--- src/hdl/bbitr_pkg.sv ---
// Shared types, codes and constants of the baseband interrupt and timing register block.
`default_nettype none

package bbitr_pkg;

  // Event kinds carried by one input beat.
  typedef enum logic [2:0] {
    KIND_GWRITE    = 3'd0,
    KIND_GREAD     = 3'd1,
    KIND_CFG_WRITE = 3'd2,
    KIND_ACQ_START = 3'd3,
    KIND_TICK      = 3'd4
  } kind_e;

  // Global register selects.
  typedef enum logic [3:0] {
    REG_ENABLE      = 4'd0,
    REG_RESET       = 4'd1,
    REG_FIFO_CLEAR  = 4'd2,
    REG_TRACK_START = 4'd3,
    REG_MEAS_NUM    = 4'd4,
    REG_MEAS_COUNT  = 4'd5,
    REG_FLAGS       = 4'd6,
    REG_REQUEST     = 4'd7,
    REG_MASK        = 4'd8
  } reg_sel_e;

  // Bit positions of the pending interrupt flags.
  localparam int unsigned FLAG_TRACK = 0;
  localparam int unsigned FLAG_MEAS  = 1;
  localparam int unsigned FLAG_REQ   = 2;
  localparam int unsigned FLAG_ACQ   = 3;

  // Configuration word indexes that are kept.
  localparam logic [2:0] CFG_WORD_CODE = 3'd0;
  localparam logic [2:0] CFG_WORD_SPAN = 3'd2;

  // Acquisition time arithmetic.
  localparam int unsigned CLOCK_MHZ = 100;
  localparam int unsigned BLOCK_US  = 1000;
  localparam int unsigned ACC_W     = 35;   // sum over up to 128 channels
  localparam int unsigned UNIT_W    = 10;
  localparam int unsigned NUM_W     = ACC_W + UNIT_W;
  localparam int unsigned DIV_W     = 17;
  localparam int unsigned P1_W      = 13;   // coherent times non-coherent
  localparam int unsigned P2_W      = 11;   // stride times span
  localparam int unsigned T_W       = 16;   // one plus six times P1
  localparam int unsigned PROD_W    = P2_W + T_W;
  localparam logic [UNIT_W-1:0] CYC_PER_UNIT = 10'd682;
  localparam logic [DIV_W-1:0]  CLK_PER_BLOCK = DIV_W'(CLOCK_MHZ * BLOCK_US);

  // Division by the clocks per block: each quotient digit takes an estimate step, then a remainder step.
  // The digit estimate multiplies the partial dividend by the reciprocal
  // ceil(2^43 / 100000), which is exact for every partial dividend below
  // 100000 * 512.
  localparam int unsigned DIG_W     = 9;
  localparam int unsigned DIGITS    = NUM_W / DIG_W;
  localparam int unsigned PART_W    = DIV_W + DIG_W;
  localparam int unsigned RECIP_W   = 27;
  localparam int unsigned RECIP_SH  = 43;
  localparam int unsigned EST_W     = PART_W + RECIP_W;
  localparam logic [RECIP_W-1:0] RECIP = 27'd87960931;
  localparam int unsigned DIG_CNT_W = 3;
  localparam logic [DIG_CNT_W-1:0] DIG_LAST = DIG_CNT_W'(DIGITS - 1);

  // Micro-operations of the acquisition datapath.
  typedef enum logic [3:0] {
    OP_NONE,
    OP_READ,
    OP_MULA,
    OP_MULB,
    OP_ACC,
    OP_SCALE,
    OP_DIV_EST,
    OP_DIV_REM,
    OP_FINISH
  } uop_e;

  // Jump conditions of the sequencer.
  typedef enum logic [2:0] {
    COND_NEVER,
    COND_ALWAYS,
    COND_NO_START,
    COND_IDX_END,
    COND_DIV_MORE
  } cond_e;

  localparam int unsigned UPC_W = 4;
  localparam logic [UPC_W-1:0] UPC_IDLE    = 4'd0;
  localparam logic [UPC_W-1:0] UPC_CHECK   = 4'd1;
  localparam logic [UPC_W-1:0] UPC_READ    = 4'd2;
  localparam logic [UPC_W-1:0] UPC_MULA    = 4'd3;
  localparam logic [UPC_W-1:0] UPC_MULB    = 4'd4;
  localparam logic [UPC_W-1:0] UPC_ACCUM   = 4'd5;
  localparam logic [UPC_W-1:0] UPC_SCALE   = 4'd6;
  localparam logic [UPC_W-1:0] UPC_DIV_EST = 4'd7;
  localparam logic [UPC_W-1:0] UPC_DIV_REM = 4'd8;
  localparam logic [UPC_W-1:0] UPC_FINISH  = 4'd9;

  typedef struct packed {
    uop_e             op;
    cond_e            cond;
    logic [UPC_W-1:0] target;
  } ctrl_word_t;

  typedef struct packed {
    logic idx_end;
    logic div_more;
  } acq_status_t;

  // Microprogram: one control word per step.
  function automatic ctrl_word_t ucode_rom(input logic [UPC_W-1:0] upc);
    ctrl_word_t w;
    w = '{op: OP_NONE, cond: COND_ALWAYS, target: UPC_IDLE};
    unique case (upc)
      UPC_IDLE:    w = '{op: OP_NONE,    cond: COND_NO_START, target: UPC_IDLE};
      UPC_CHECK:   w = '{op: OP_NONE,    cond: COND_IDX_END,  target: UPC_SCALE};
      UPC_READ:    w = '{op: OP_READ,    cond: COND_NEVER,    target: UPC_IDLE};
      UPC_MULA:    w = '{op: OP_MULA,    cond: COND_NEVER,    target: UPC_IDLE};
      UPC_MULB:    w = '{op: OP_MULB,    cond: COND_NEVER,    target: UPC_IDLE};
      UPC_ACCUM:   w = '{op: OP_ACC,     cond: COND_ALWAYS,   target: UPC_CHECK};
      UPC_SCALE:   w = '{op: OP_SCALE,   cond: COND_NEVER,    target: UPC_IDLE};
      UPC_DIV_EST: w = '{op: OP_DIV_EST, cond: COND_NEVER,    target: UPC_IDLE};
      UPC_DIV_REM: w = '{op: OP_DIV_REM, cond: COND_DIV_MORE, target: UPC_DIV_EST};
      UPC_FINISH:  w = '{op: OP_FINISH,  cond: COND_ALWAYS,   target: UPC_IDLE};
      default:     w = '{op: OP_NONE,    cond: COND_ALWAYS,   target: UPC_IDLE};
    endcase
    return w;
  endfunction

endpackage

`default_nettype wire

--- src/hdl/bbitr_useq.sv ---
// Microcode sequencer: step counter, control store lookup and conditional jumps.
`default_nettype none

module bbitr_useq (
  input  wire                      clk_i,
  input  wire                      rst_ni,
  input  wire                      start_i,
  input  bbitr_pkg::acq_status_t   status_i,
  output bbitr_pkg::ctrl_word_t    ctrl_o,
  output logic                     idle_o
);
  import bbitr_pkg::*;

  logic [UPC_W-1:0] upc_q, upc_d;
  ctrl_word_t       word;
  logic             taken;

  // Fetch the control word of the current step.
  assign word   = ucode_rom(upc_q);
  assign ctrl_o = word;
  assign idle_o = (upc_q == UPC_IDLE);

  // Evaluate the jump condition.
  always_comb begin
    unique case (word.cond)
      COND_NEVER:    taken = 1'b0;
      COND_ALWAYS:   taken = 1'b1;
      COND_NO_START: taken = !start_i;
      COND_IDX_END:  taken = status_i.idx_end;
      COND_DIV_MORE: taken = status_i.div_more;
      default:       taken = 1'b1;
    endcase
  end

  assign upc_d = taken ? word.target : upc_q + UPC_W'(1);

  always_ff @(posedge clk_i or negedge rst_ni) begin
    if (!rst_ni) begin
      upc_q <= UPC_IDLE;
    end else begin
      upc_q <= upc_d;
    end
  end

endmodule

`default_nettype wire

--- src/hdl/bbitr_acq_dp.sv ---
// Acquisition datapath: channel table, multiply chain, accumulator and reciprocal divider.
`default_nettype none

module bbitr_acq_dp #(
  parameter int unsigned MAX_CHANNELS = 32
) (
  input  wire                      clk_i,
  input  wire                      rst_ni,
  input  wire                      cfg_we_i,
  input  wire  [4:0]               channel_i,
  input  wire  [2:0]               config_word_i,
  input  wire  [31:0]              write_data_i,
  input  wire                      start_i,
  input  wire  [5:0]               channel_count_i,
  input  bbitr_pkg::ctrl_word_t    ctrl_i,
  output bbitr_pkg::acq_status_t   status_o,
  output logic [31:0]              acq_time_o
);
  import bbitr_pkg::*;

  localparam int unsigned AW = (MAX_CHANNELS > 1) ? $clog2(MAX_CHANNELS) : 1;
  localparam int unsigned CW = $clog2(MAX_CHANNELS + 1);
  localparam logic [7:0]  MaxCh = 8'(MAX_CHANNELS);
  localparam int unsigned LO_W = 19;
  localparam int unsigned SP_W = 5;

  // Channel table, split so that each configuration word writes a whole entry.
  logic [LO_W-1:0]         lo_mem [MAX_CHANNELS];
  logic [SP_W-1:0]         sp_mem [MAX_CHANNELS];
  logic [MAX_CHANNELS-1:0] lo_vld_q, sp_vld_q;
  logic [LO_W-1:0]         lo_rd_q;
  logic [SP_W-1:0]         sp_rd_q;
  logic                    lo_rd_vld_q, sp_rd_vld_q;

  logic [7:0]    ch_ext;
  logic          ch_ok, lo_we, sp_we;
  logic [AW-1:0] wr_addr, rd_addr;

  logic [7:0]           cnt_ext, cnt_sat;
  logic [CW-1:0]        n_q, n_d, idx_q, idx_d;
  logic [ACC_W-1:0]     acc_q, acc_d;
  logic [P1_W-1:0]      p1_q, p1_d;
  logic [P2_W-1:0]      p2_q, p2_d;
  logic [PROD_W-1:0]    prod_q, prod_d;
  logic [NUM_W-1:0]     num_q, num_d;
  logic [DIV_W-1:0]     rem_q, rem_d;
  logic [DIG_W-1:0]     dig_q, dig_d;
  logic [DIG_CNT_W-1:0] dig_cnt_q, dig_cnt_d;

  logic [LO_W-1:0]   lo_ent;
  logic [SP_W-1:0]   sp_ent;
  logic [T_W-1:0]    t_val;
  logic [PART_W-1:0] dvd_part, rem_full;
  logic [EST_W-1:0]  est;

  assign ch_ext  = {3'b000, channel_i};
  assign ch_ok   = (ch_ext < MaxCh);
  assign lo_we   = cfg_we_i && ch_ok && (config_word_i == CFG_WORD_CODE);
  assign sp_we   = cfg_we_i && ch_ok && (config_word_i == CFG_WORD_SPAN);
  assign wr_addr = ch_ext[AW-1:0];
  assign rd_addr = idx_q[AW-1:0];

  // Table writes and registered reads.
  always_ff @(posedge clk_i) begin
    if (lo_we) begin
      lo_mem[wr_addr] <= {write_data_i[22:16], write_data_i[13:8], write_data_i[5:0]};
    end
    if (sp_we) begin
      sp_mem[wr_addr] <= write_data_i[4:0];
    end
    if (ctrl_i.op == OP_READ) begin
      lo_rd_q <= lo_mem[rd_addr];
      sp_rd_q <= sp_mem[rd_addr];
    end
  end

  // Valid bits: an entry never written reads as zero.
  always_ff @(posedge clk_i or negedge rst_ni) begin
    if (!rst_ni) begin
      lo_vld_q    <= '0;
      sp_vld_q    <= '0;
      lo_rd_vld_q <= 1'b0;
      sp_rd_vld_q <= 1'b0;
    end else begin
      if (lo_we) begin
        lo_vld_q[wr_addr] <= 1'b1;
      end
      if (sp_we) begin
        sp_vld_q[wr_addr] <= 1'b1;
      end
      if (ctrl_i.op == OP_READ) begin
        lo_rd_vld_q <= lo_vld_q[rd_addr];
        sp_rd_vld_q <= sp_vld_q[rd_addr];
      end
    end
  end

  assign lo_ent = lo_rd_vld_q ? lo_rd_q : '0;
  assign sp_ent = sp_rd_vld_q ? sp_rd_q : '0;

  // Channel count saturates at the table depth.
  assign cnt_ext = {2'b00, channel_count_i};
  assign cnt_sat = (cnt_ext > MaxCh) ? MaxCh : cnt_ext;

  // One plus six times the coherent product, by shift and add.
  assign t_val = T_W'({p1_q, 2'b00}) + T_W'({p1_q, 1'b0}) + T_W'(1);

  // Quotient digit estimate by reciprocal multiplication, then the new remainder.
  assign dvd_part = {rem_q, num_q[NUM_W-1 -: DIG_W]};
  assign est      = EST_W'(dvd_part) * EST_W'(RECIP);
  assign rem_full = dvd_part - PART_W'(dig_q) * PART_W'(CLK_PER_BLOCK);

  // Datapath next values selected by the micro-operation.
  always_comb begin
    n_d       = n_q;
    idx_d     = idx_q;
    acc_d     = acc_q;
    p1_d      = p1_q;
    p2_d      = p2_q;
    prod_d    = prod_q;
    num_d     = num_q;
    rem_d     = rem_q;
    dig_d     = dig_q;
    dig_cnt_d = dig_cnt_q;
    if (start_i) begin
      n_d   = cnt_sat[CW-1:0];
      idx_d = '0;
      acc_d = ACC_W'(2);
    end
    unique case (ctrl_i.op)
      OP_MULA: begin
        p1_d = P1_W'(lo_ent[11:6]) * P1_W'(lo_ent[18:12]);
        p2_d = P2_W'(lo_ent[5:0]) * P2_W'(sp_ent);
      end
      OP_MULB: prod_d = PROD_W'(p2_q) * PROD_W'(t_val);
      OP_ACC: begin
        acc_d = acc_q + ACC_W'(prod_q);
        idx_d = idx_q + CW'(1);
      end
      OP_SCALE: begin
        num_d     = NUM_W'(acc_q) * NUM_W'(CYC_PER_UNIT);
        rem_d     = '0;
        dig_cnt_d = '0;
      end
      OP_DIV_EST: dig_d = est[RECIP_SH +: DIG_W];
      OP_DIV_REM: begin
        rem_d     = rem_full[DIV_W-1:0];
        num_d     = {num_q[NUM_W-DIG_W-1:0], dig_q};
        dig_cnt_d = dig_cnt_q + DIG_CNT_W'(1);
      end
      OP_NONE, OP_READ, OP_FINISH: ;
      default: ;
    endcase
  end

  always_ff @(posedge clk_i) begin
    n_q       <= n_d;
    idx_q     <= idx_d;
    acc_q     <= acc_d;
    p1_q      <= p1_d;
    p2_q      <= p2_d;
    prod_q    <= prod_d;
    num_q     <= num_d;
    rem_q     <= rem_d;
    dig_q     <= dig_d;
    dig_cnt_q <= dig_cnt_d;
  end

  assign status_o.idx_end  = (idx_q == n_q);
  assign status_o.div_more = (dig_cnt_q != DIG_LAST);
  assign acq_time_o        = num_q[31:0] + 32'd1;

endmodule

`default_nettype wire

--- src/hdl/baseband_interrupt_and_timing_regs.sv ---
// Top level of the baseband global register and interrupt block.
`default_nettype none

// Each input beat carries one event and yields one result beat (read data and
// interrupt line). Register writes, reads, channel configuration writes, block
// ticks and unknown kinds load their result beat on acceptance, and the next
// beat is accepted in the following cycle provided the output register is empty
// or is read in that cycle. An acquisition start runs a microcoded sequencer
// over the channel count saturated to MAX_CHANNELS: per channel it steps through
// the loop check, the table read, the two multiply steps and the accumulate,
// then a final check, one scaling step and five quotient digits, each an estimate
// step (a reciprocal multiply for the digit) then a remainder step, for the divide
// by the clocks per block, and one step to load the result. No input is accepted
// until that result is loaded. The channel table needs no clearing pass;
// per-entry valid bits make unwritten entries read zero.
module baseband_interrupt_and_timing_regs #(
  parameter int unsigned MAX_CHANNELS = 32
) (
  input  wire         clk_i,
  input  wire         rst_ni,
  input  wire         in_valid_i,
  output logic        in_ready_o,
  input  wire  [2:0]  kind_i,
  input  wire  [3:0]  reg_select_i,
  input  wire  [4:0]  channel_i,
  input  wire  [2:0]  config_word_i,
  input  wire  [31:0] write_data_i,
  input  wire  [5:0]  channel_count_i,
  input  wire         track_done_i,
  output logic        out_valid_o,
  input  wire         out_ready_i,
  output logic [31:0] read_data_o,
  output logic        irq_o
);
  import bbitr_pkg::*;

  logic        en_q, en_d;
  logic [9:0]  period_q, period_d;
  logic [9:0]  mcnt_q, mcnt_d;
  logic [9:0]  req_q, req_d;
  logic [31:0] acq_q, acq_d;
  logic [3:0]  flags_q, flags_d;
  logic [31:0] mask_q, mask_d;

  logic        out_valid_q, out_valid_d;
  logic [31:0] read_data_q;
  logic        irq_q;
  logic [31:0] rdata;
  logic        irq_d;

  logic        in_acc, seq_idle, acq_start, cfg_we, finish, out_load;
  ctrl_word_t  ctrl;
  acq_status_t status;
  logic [31:0] acq_time;

  logic [9:0]  mcnt_inc, req_dec;
  logic [31:0] acq_dec;

  // Handshake: one event at a time, output slot must be free or freeing.
  assign in_ready_o = seq_idle && (!out_valid_q || out_ready_i);
  assign in_acc     = in_valid_i && in_ready_o;
  assign acq_start  = in_acc && (kind_i == KIND_ACQ_START);
  assign cfg_we     = in_acc && (kind_i == KIND_CFG_WRITE);
  assign finish     = (ctrl.op == OP_FINISH);

  bbitr_useq u_useq (
    .clk_i    (clk_i),
    .rst_ni   (rst_ni),
    .start_i  (acq_start),
    .status_i (status),
    .ctrl_o   (ctrl),
    .idle_o   (seq_idle)
  );

  bbitr_acq_dp #(
    .MAX_CHANNELS (MAX_CHANNELS)
  ) u_acq_dp (
    .clk_i           (clk_i),
    .rst_ni          (rst_ni),
    .cfg_we_i        (cfg_we),
    .channel_i       (channel_i),
    .config_word_i   (config_word_i),
    .write_data_i    (write_data_i),
    .start_i         (acq_start),
    .channel_count_i (channel_count_i),
    .ctrl_i          (ctrl),
    .status_o        (status),
    .acq_time_o      (acq_time)
  );

  // Register file update for accepted events and for the acquisition result.
  always_comb begin
    en_d     = en_q;
    period_d = period_q;
    mcnt_d   = mcnt_q;
    req_d    = req_q;
    acq_d    = acq_q;
    flags_d  = flags_q;
    mask_d   = mask_q;
    rdata    = 32'd0;
    mcnt_inc = mcnt_q + 10'd1;
    req_dec  = req_q - 10'd1;
    acq_dec  = acq_q - 32'd1;
    if (in_acc) begin
      unique case (kind_i)
        KIND_GWRITE: begin
          unique case (reg_select_i)
            REG_ENABLE:     if (write_data_i[8]) en_d = 1'b1;
            REG_MEAS_NUM:   period_d = write_data_i[9:0];
            REG_MEAS_COUNT: mcnt_d = write_data_i[9:0];
            REG_FLAGS:      flags_d = flags_q & ~write_data_i[11:8];
            REG_REQUEST:    req_d = write_data_i[9:0];
            REG_MASK:       mask_d = write_data_i;
            default: ;
          endcase
        end
        KIND_GREAD: begin
          unique case (reg_select_i)
            REG_ENABLE:     rdata = {23'd0, en_q, 8'd0};
            REG_MEAS_NUM:   rdata = {22'd0, period_q};
            REG_MEAS_COUNT: rdata = {22'd0, mcnt_q};
            REG_FLAGS:      rdata = {20'd0, flags_q, 8'd0};
            REG_REQUEST:    rdata = {22'd0, req_q};
            REG_MASK:       rdata = mask_q;
            default:        rdata = 32'd0;
          endcase
        end
        KIND_TICK: begin
          if (en_q) begin
            if (track_done_i) flags_d[FLAG_TRACK] = 1'b1;
            if (mcnt_inc == period_q) begin
              mcnt_d = 10'd0;
              flags_d[FLAG_MEAS] = 1'b1;
            end else begin
              mcnt_d = mcnt_inc;
            end
          end
          if (req_q != 10'd0) begin
            req_d = req_dec;
            if (req_dec == 10'd0) flags_d[FLAG_REQ] = 1'b1;
          end
          if (acq_q != 32'd0) begin
            acq_d = acq_dec;
            if (acq_dec == 32'd0) flags_d[FLAG_ACQ] = 1'b1;
          end
        end
        default: ;
      endcase
    end
    // Acquisition result loads the countdown.
    if (finish) begin
      acq_d = acq_time;
    end
  end

  assign irq_d = |(flags_d & mask_d[11:8]);

  // Result beat: one per event, acquisition start delivers at its last step.
  assign out_load    = (in_acc && (kind_i != KIND_ACQ_START)) || finish;
  assign out_valid_d = out_load ? 1'b1 : (out_ready_i ? 1'b0 : out_valid_q);

  always_ff @(posedge clk_i or negedge rst_ni) begin
    if (!rst_ni) begin
      en_q        <= 1'b0;
      period_q    <= '0;
      mcnt_q      <= '0;
      req_q       <= '0;
      acq_q       <= '0;
      flags_q     <= '0;
      mask_q      <= '0;
      out_valid_q <= 1'b0;
    end else begin
      en_q        <= en_d;
      period_q    <= period_d;
      mcnt_q      <= mcnt_d;
      req_q       <= req_d;
      acq_q       <= acq_d;
      flags_q     <= flags_d;
      mask_q      <= mask_d;
      out_valid_q <= out_valid_d;
    end
  end

  // Output payload register.
  always_ff @(posedge clk_i) begin
    if (out_load) begin
      read_data_q <= rdata;
      irq_q       <= irq_d;
    end
  end

  assign out_valid_o = out_valid_q;
  assign read_data_o = read_data_q;
  assign irq_o       = irq_q;

  // The acquisition result never lands on an occupied output slot.
  a_finish_slot_free: assert property (@(posedge clk_i) disable iff (!rst_ni)
    finish |-> !out_valid_q)
    else $error("acquisition result overwrote a pending result beat");

  // Acquisition start blocks further input on the next cycle.
  a_acq_blocks_input: assert property (@(posedge clk_i) disable iff (!rst_ni)
    acq_start |=> !in_ready_o)
    else $error("input accepted during acquisition computation");

  // A result beat appears only after an accepted event or a finished acquisition.
  a_result_source: assert property (@(posedge clk_i) disable iff (!rst_ni)
    $rose(out_valid_q) |-> $past(out_load))
    else $error("result beat without a source event");

  // The sequencer only leaves idle on an acquisition start.
  a_seq_leaves_idle: assert property (@(posedge clk_i) disable iff (!rst_ni)
    (seq_idle && !acq_start) |=> seq_idle)
    else $error("sequencer left idle without a start");

endmodule

`default_nettype wire
--- config.mk ---
export PLATFORM = sky130hd
export DESIGN_NAME = baseband_interrupt_and_timing_regs
export DESIGN_NICKNAME = d
export VERILOG_FILES = /design/src/hdl/bbitr_pkg.sv /design/src/hdl/bbitr_useq.sv /design/src/hdl/bbitr_acq_dp.sv /design/src/hdl/baseband_interrupt_and_timing_regs.sv
export SDC_FILE = /design/constraint.sdc
export NUM_CORES = 2
export LEC_CHECK = 0
export BUFFER_PORTS_ARGS = -buffer_cell sky130_fd_sc_hd__buf_2
export CAP_MARGIN = 20
export CORE_MARGIN = 2
export CORE_UTILIZATION = 30
export CTS_CLUSTER_DIAMETER = 200
export CTS_CLUSTER_SIZE = 24
export DETAILED_ROUTE_END_ITERATION = 10
export GPL_TIMING_DRIVEN = 0
export PLACE_DENSITY = 0.47
export RECOVER_POWER = 100
export REMOVE_ABC_BUFFERS = 1
export SETUP_SLACK_MARGIN = 0.15
export SLEW_MARGIN = 0
export SYNTH_ARGS = -nofsm -noshare
export SYNTH_HDL_FRONTEND = slang
export SYNTH_SLANG_ARGS = --single-unit
--- constraint.sdc ---
create_clock -name clk_i -period 17.4 [get_ports clk_i]
set_input_delay 0.87 -clock clk_i [delete_from_list [all_inputs] [get_ports clk_i]]
set_output_delay 0.87 -clock clk_i [all_outputs]
set_load 0.02 [all_outputs]
# Yosys cells after proc, flatten, opt, wreduce, memory -nomap -nowiden

Memories as Yosys holds them, arrays and structs flattened. A register that Yosys moved wholly into a read port is not among the register bits.
Index checks and enable logic that the tools add are counted.

Add/sub/neg operators: 11
$mul: 6
Order comparisons: 5
Eq/ne operators: 29
Multiplexer cells: 48
Bitwise logic cells: 5
Reduce and logical (&&, ||, !) cells: 37

Operators with widths:

| cell                                                       | number |
|---|---|
| case mux 32 bit (6 select lines)                           | 1 |
| 2-to-1 mux 32 bit                                          | 4 |
| case mux 45 bit (2 select lines)                           | 1 |
| 2-to-1 mux 35 bit                                          | 2 |
| OR 32 bit                                                  | 2 |
| multiplier 26 x 27 -> 52 bit, second input constant        | 1 |
| 2-to-1 mux 10 bit                                          | 5 |
| multiplier 35 x 9 -> 44 bit, second input constant         | 1 |
| case mux 10 bit (2 select lines)                           | 2 |
| 2-to-1 mux 12 bit                                          | 3 |
| adder 35 x 27 -> 35 bit                                    | 1 |
| case mux 17 bit (2 select lines)                           | 1 |
| adder 32 x 1 -> 32 bit, second input constant              | 1 |
| equality test 4 x 3 -> 1 bit, second input constant        | 8 |
| zero test 32 bit                                           | 1 |
| nonzero test 32 bit                                        | 1 |
| subtractor 32 x 1 -> 32 bit, second input constant         | 1 |
| multiplier 11 x 16 -> 27 bit                               | 1 |
| 2-to-1 mux 19 bit                                          | 1 |
| less-than comparator 5 x 6 -> 1 bit, second input constant | 3 |
| subtractor 17 bit                                          | 1 |
| adder 15 x 14 -> 16 bit                                    | 1 |
| adder 16 x 1 -> 16 bit, second input constant              | 1 |
| equality test 3 x 2 -> 1 bit, second input constant        | 5 |
| other kinds (44)                                           | 92 |

Register bits: 375
RAM bits: 768
Memory bits (read-only): 160
Input bits: 58
Output and inout bits: 35
Logic and storage cells: 170
Memories: 3

Memory list:

| memory           | depth | width | read ports | clocked after memory_dff | write ports | RTL line           | source |
|---|---|---|---|---|---|---|---|
| u_acq_dp.lo_mem  | 32    | 19    | 1          | 1                        | 1           | bbitr_acq_dp.sv:28 | `logic [LO_W-1:0] lo_mem [MAX_CHANNELS];` |
| (name not given) | 16    | 10    | 1          | 0                        | 0           | bbitr_pkg.sv:115   | `unique case (upc)` |
| u_acq_dp.sp_mem  | 32    | 5     | 1          | 1                        | 1           | bbitr_acq_dp.sv:29 | `logic [SP_W-1:0] sp_mem [MAX_CHANNELS];` |

# Longest topological paths before layout

Word-level depth: 9
Mapped depth: 32
Gate-level depth less buffers: 31

# Cells and area by module

From an unflattened synthesis, not the netlist that was laid out.

Cell total of the unflattened synthesis: 5649
Area, all modules: 74809.2 um^2

Modules (own cells, without submodules):

| module                             | times used | cells an instance | area each (um^2) | sequential area each (um^2) |
|---|---|---|---|---|
| bbitr_acq_dp                       | 1          | 4860              | 66965.5          | 30599.3 |
| baseband_interrupt_and_timing_regs | 1          | 746               | 7417.1           | 3493.4 |
| bbitr_useq                         | 1          | 43                | 426.7            | 100.1 |

# Least setup slack after synthesis

Ideal clock, no wire load.

Path kind: reg2reg
Start point: register u_acq_dp.p1_q[1]
End point: register u_acq_dp.prod_q[26] (data pin)
Library setup time: 260 ps
Arrival time: 6949 ps
Required time: 17140 ps
Slack: 10191 ps
Stages on the path, launching flop included: 33
Buffers on the path: 1
Period minus slack after synthesis: 7209 ps
Path through: edfxtp_1 > ha_1 > inv_1 > fa_1 > nor2b_1 > o21ai_0 > a21boi_0 > o21ai_0 > nand2b_1 > a21o_1 > a21oi_1 > xnor2_1 > clkbuf_1 > nand2_1 > fa_1 > fa_1 > inv_1 > fa_1 > fa_1 > inv_1 > fa_1 > inv_1 > ha_1 > a21o_1 > a21o_1 > a21oi_1 > o21ai_0 > a311o_1 > a31o_2 > a21oi_1 > o21ai_0 > a21oi_1 > xnor2_1

Cells in the longest elaborated chain, start to end: 3

Ends and longest elaborated chain:

| item                         | RTL line            | source |
|---|---|---|
| start, declared              | bbitr_acq_dp.sv:42  | `logic [P1_W-1:0] p1_q, p1_d;` |
| start signal, assigned       | bbitr_acq_dp.sv:160 | `p1_q <= p1_d;` |
| adder 15 x 14 -> 16 bit      | bbitr_acq_dp.sv:106 | `assign t_val = T_W'({p1_q, 2'b00}) + T_W'({p1_q, 1'b0}) + T_W'(1);` |
| adder 16 x 1 -> 16 bit       | bbitr_acq_dp.sv:106 |  |
| multiplier 11 x 16 -> 27 bit | bbitr_acq_dp.sv:135 | `OP_MULB: prod_d = PROD_W'(p2_q) * PROD_W'(t_val);` |
| end signal, assigned         | bbitr_acq_dp.sv:162 | `prod_q <= prod_d;` |
| end, declared                | bbitr_acq_dp.sv:44  | `logic [PROD_W-1:0] prod_q, prod_d;` |

Every way passes these cells.
A chain may end at the register's enable or synchronous reset.

==> run summary <==
Critical Path Most Common Cell = clkbuf_1
Stages on worst setup path = 4
Slew HR = -197%
Synth Area in Adders = 24.5%
synthesized flop and latch total = 1167
CP required = 17.20 ns
kind of critical path = in -> async
share of cells above drive strength 1 = 9.76%
Total GRT Usage = 14.4%
Clock Latency Late Sink = 0.74 ns
CTS root buf = clkbuf_16
Synth Area in Simple Gates = 7.34%
slowest stage cell, crit path = clkbuf_1
initial DRC count = 2601
clock sinks = 1167
post-synthesis mux area share = 9.12%
Post-synth EDFFs = 997
FP Rows = 181
Initial DRT Pass Iterations = 5
Initial Utilization = 30.2%
Max Root-Sink Buffers = 3
Setup crit end kind = asynchronous set/reset pin
clock-pin slew on the worst setup and hold paths = 0.11 ns
Setup TNS = 0 ns
Overflow after GRT = 0
post-layout util = 32.9%
TritonCTS clock tree = built
port bufs = 92
async set-reset flop share out of synthesis = 14.6%
min cycle time layout = 9.60 ns
Synth Area in XOR/XNOR = 2.48%
max incr delay on CP = 3.23 ns
max cap viols = 50
final cell count without fillers = 8834
P&R area growth vs syn = 9.09%
first-pass GRT wire length = 277 mm
Least-Margin Pin Slew = 4.46 ns
Worst Skew = 0.0534 ns
worst-path maximum fanout = 76
via count = 41700
GPL Wtd Cong = 0.791
HP Class = in -> reg
worst path cell trace = dlygate4sd3_1 > clkbuf_1 > clkbuf_1 > clkbuf_1
Critical R2R Launch = u_acq_dp.p1_q[0]
Ys Warns = 0
I/O Pins = 93
synth unique cells = 81
Setup Fix Bufs, Post-CTS = 0
mapped cell area = 0.0735 mm2
initial antenna violation count = 11
drt wl/cell = 20.3 um
Synth Area in Compound Gates = 4.92%
r2r worst-path depth = 31
commonest non-fill, non-tap cell in the layout = edfxtp_1
Die H = 499 um
failing checks = capacitance limit, slew limit
vias in the first global route = 44500
CTS buffer count = 55
final setup violation count = 0
placed instance count = 8721
synth top area cells = edfxtp_1 41%, fa_1 14%, ha_1 10%
Critical path buffers and inverters = 4
Syn Inst Count = 5486
Die Footprint = 0.249 mm2
HP Start = write_data_i[31]
Setup crit start kind = primary input
post-synth top area cell = edfxtp_1
Final Slew Violations = 1412
f_max = 104 MHz
crit-path leading delay family = buffers and inverters
outcome = complete, but fails checks
# DRC = 0
CP endpoint = mask_q[20]
Layout Nets = 6757
Die W = 499 um
R2R Setup Slk = 8.45 ns
vias per cell = 4.72
CP Launch Point = rst_ni
antenna-violating nets left = 0
Primary FF master, synth = edfxtp_1
syn avg cell area = 13.4 um2
RSZ-0062 raised after global routing = false
CTS H-tree lvls = 2
largest net degree at the start of global routing = 77
register area share after synthesis = 46.5%
most frequent cells in the layout = 997 x edfxtp_1, 850 x inv_1, 589 x ha_1
Worst R2R End = u_acq_dp.prod_q[26]
critical path arrival = 9.40 ns
total core area = 0.243 mm2
final worst-path cycle share = 55.2%
drt total wl = 180 mm
share of Yosys cell area claimed by the top area cell type = 40.7%
HPWL Detailed = 134 mm
Final Hold Fails = 0
main combinational cell family by area after synthesis = adder cells
## worst min path at each step
stage,slack (ns),to,cells after the start
floorplan,0.43,u_acq_dp.lo_vld_q[10],1
finish,0.37,mask_q[31],2
CTS,0.31,mask_q[31],2
detailed placement,0.45,u_acq_dp.lo_vld_q[10],1
global placement,0.45,u_acq_dp.sp_vld_q[11],1
global route,0.33,mask_q[31],2
## flip-flops by register name (all words and copies together) (netlist names), 11 cells and up
name,flops
u_acq_dp.sp_vld_q,32
u_acq_dp.rem_q,17
u_acq_dp.sp_mem,160
u_acq_dp.acc_q,35
acq_q,32
read_data_o,32
u_acq_dp.lo_mem,608
u_acq_dp.lo_vld_q,32
u_acq_dp.prod_q,27
u_acq_dp.num_q,45
u_acq_dp.lo_rd_q,19
u_acq_dp.p1_q,13
mask_q,32
u_acq_dp.p2_q,11
## worst reg2reg max path, delay by kind of cell (launching register included)
kind	cells	cell delay (ns)
adders and majority gates	8	3.52
AOI/OAI and AO/OA	14	2.87
xor gates and xnor gates	2	0.89
DFF	1	0.77
and+or+nand+nor	3	0.45
buffers and inverters	4	0.20
## logic make-up after synthesis
group           count (synthesis)
simple gates                 1075
mux                           336
xor+xnor                      208
buf+inv                      1011
fa+ha+maj                    1119
flops                        1167
compound gates                570
## through the flow
step	cell area [um2]	worst slack, ns	hold slack (ns)
4_1_cts	81500	8.34	0.305
6_report	80200	7.80	0.368
3_3_place_gp	77400	2.05	0.445
3_5_place_dp	79900	8.38	0.447
2_1_floorplan	72900	7.62	0.434
5_1_grt	80200	6.13	0.328
## layer usage
metal	up-vias	track usage [%]	wire length, um
met5	-	0	43
met4	8	2.16	2980
met3	120	1.39	5100
met2	526	25.5	90300
met1	21600	19.5	81200
li1	19400	-	-
## final cells by class
cell class                 instances  area, um2
inverter                         850       3190
tap                             3202       4010
clock buffer                      97       1540
fill                           24000     163000
sequential                      1167      34200
clock inverter                     5        113
timing repair buffer             198       1660
multi-input combinational       3308      35500
antenna                            7       17.5
## timing repair
action                    in CTS  in global routing
hold buffers                   1                  0
hold endpoints to repair      37                  0
gates resized for setup        0                  0
## synthesized netlist by cell type (6+ instances only)
| cell type | instances |
|---|---|
| and2_1 | 72 |
| nand3b_1 | 9 |
| mux2i_1 | 8 |
| or3_1 | 11 |
| a21o_1 | 53 |
| nor4_1 | 16 |
| xor2_1 | 72 |
| fa_1 | 530 |
| a211oi_1 | 15 |
| inv_1 | 850 |
| ha_1 | 589 |
| o21ai_0 | 123 |
| and4_1 | 6 |
| o21a_1 | 16 |
| nand3_1 | 96 |
| o31ai_1 | 10 |
| dfrtp_1 | 170 |
| o21bai_1 | 16 |
| buf_1 | 26 |
| a221o_1 | 6 |
| and3b_1 | 9 |
| o211ai_1 | 12 |
| nand2b_1 | 35 |
| mux4_2 | 260 |
| o221ai_1 | 6 |
| clkbuf_1 | 129 |
| nor2_1 | 266 |
| edfxtp_1 | 997 |
| a211o_1 | 6 |
| or2_2 | 76 |
| nand4_1 | 19 |
| and3_1 | 77 |
| xnor2_1 | 136 |
| a31oi_1 | 19 |
| nor3_1 | 62 |
| a21boi_0 | 9 |
| mux2_2 | 68 |
| a21oi_1 | 189 |
| a22oi_1 | 24 |
| a22o_1 | 12 |
| nand2_1 | 239 |
| nor2b_1 | 59 |
Power is not shown: default switching activity piles up to over one toggle a cycle in this logic, so the estimate is an artifact.
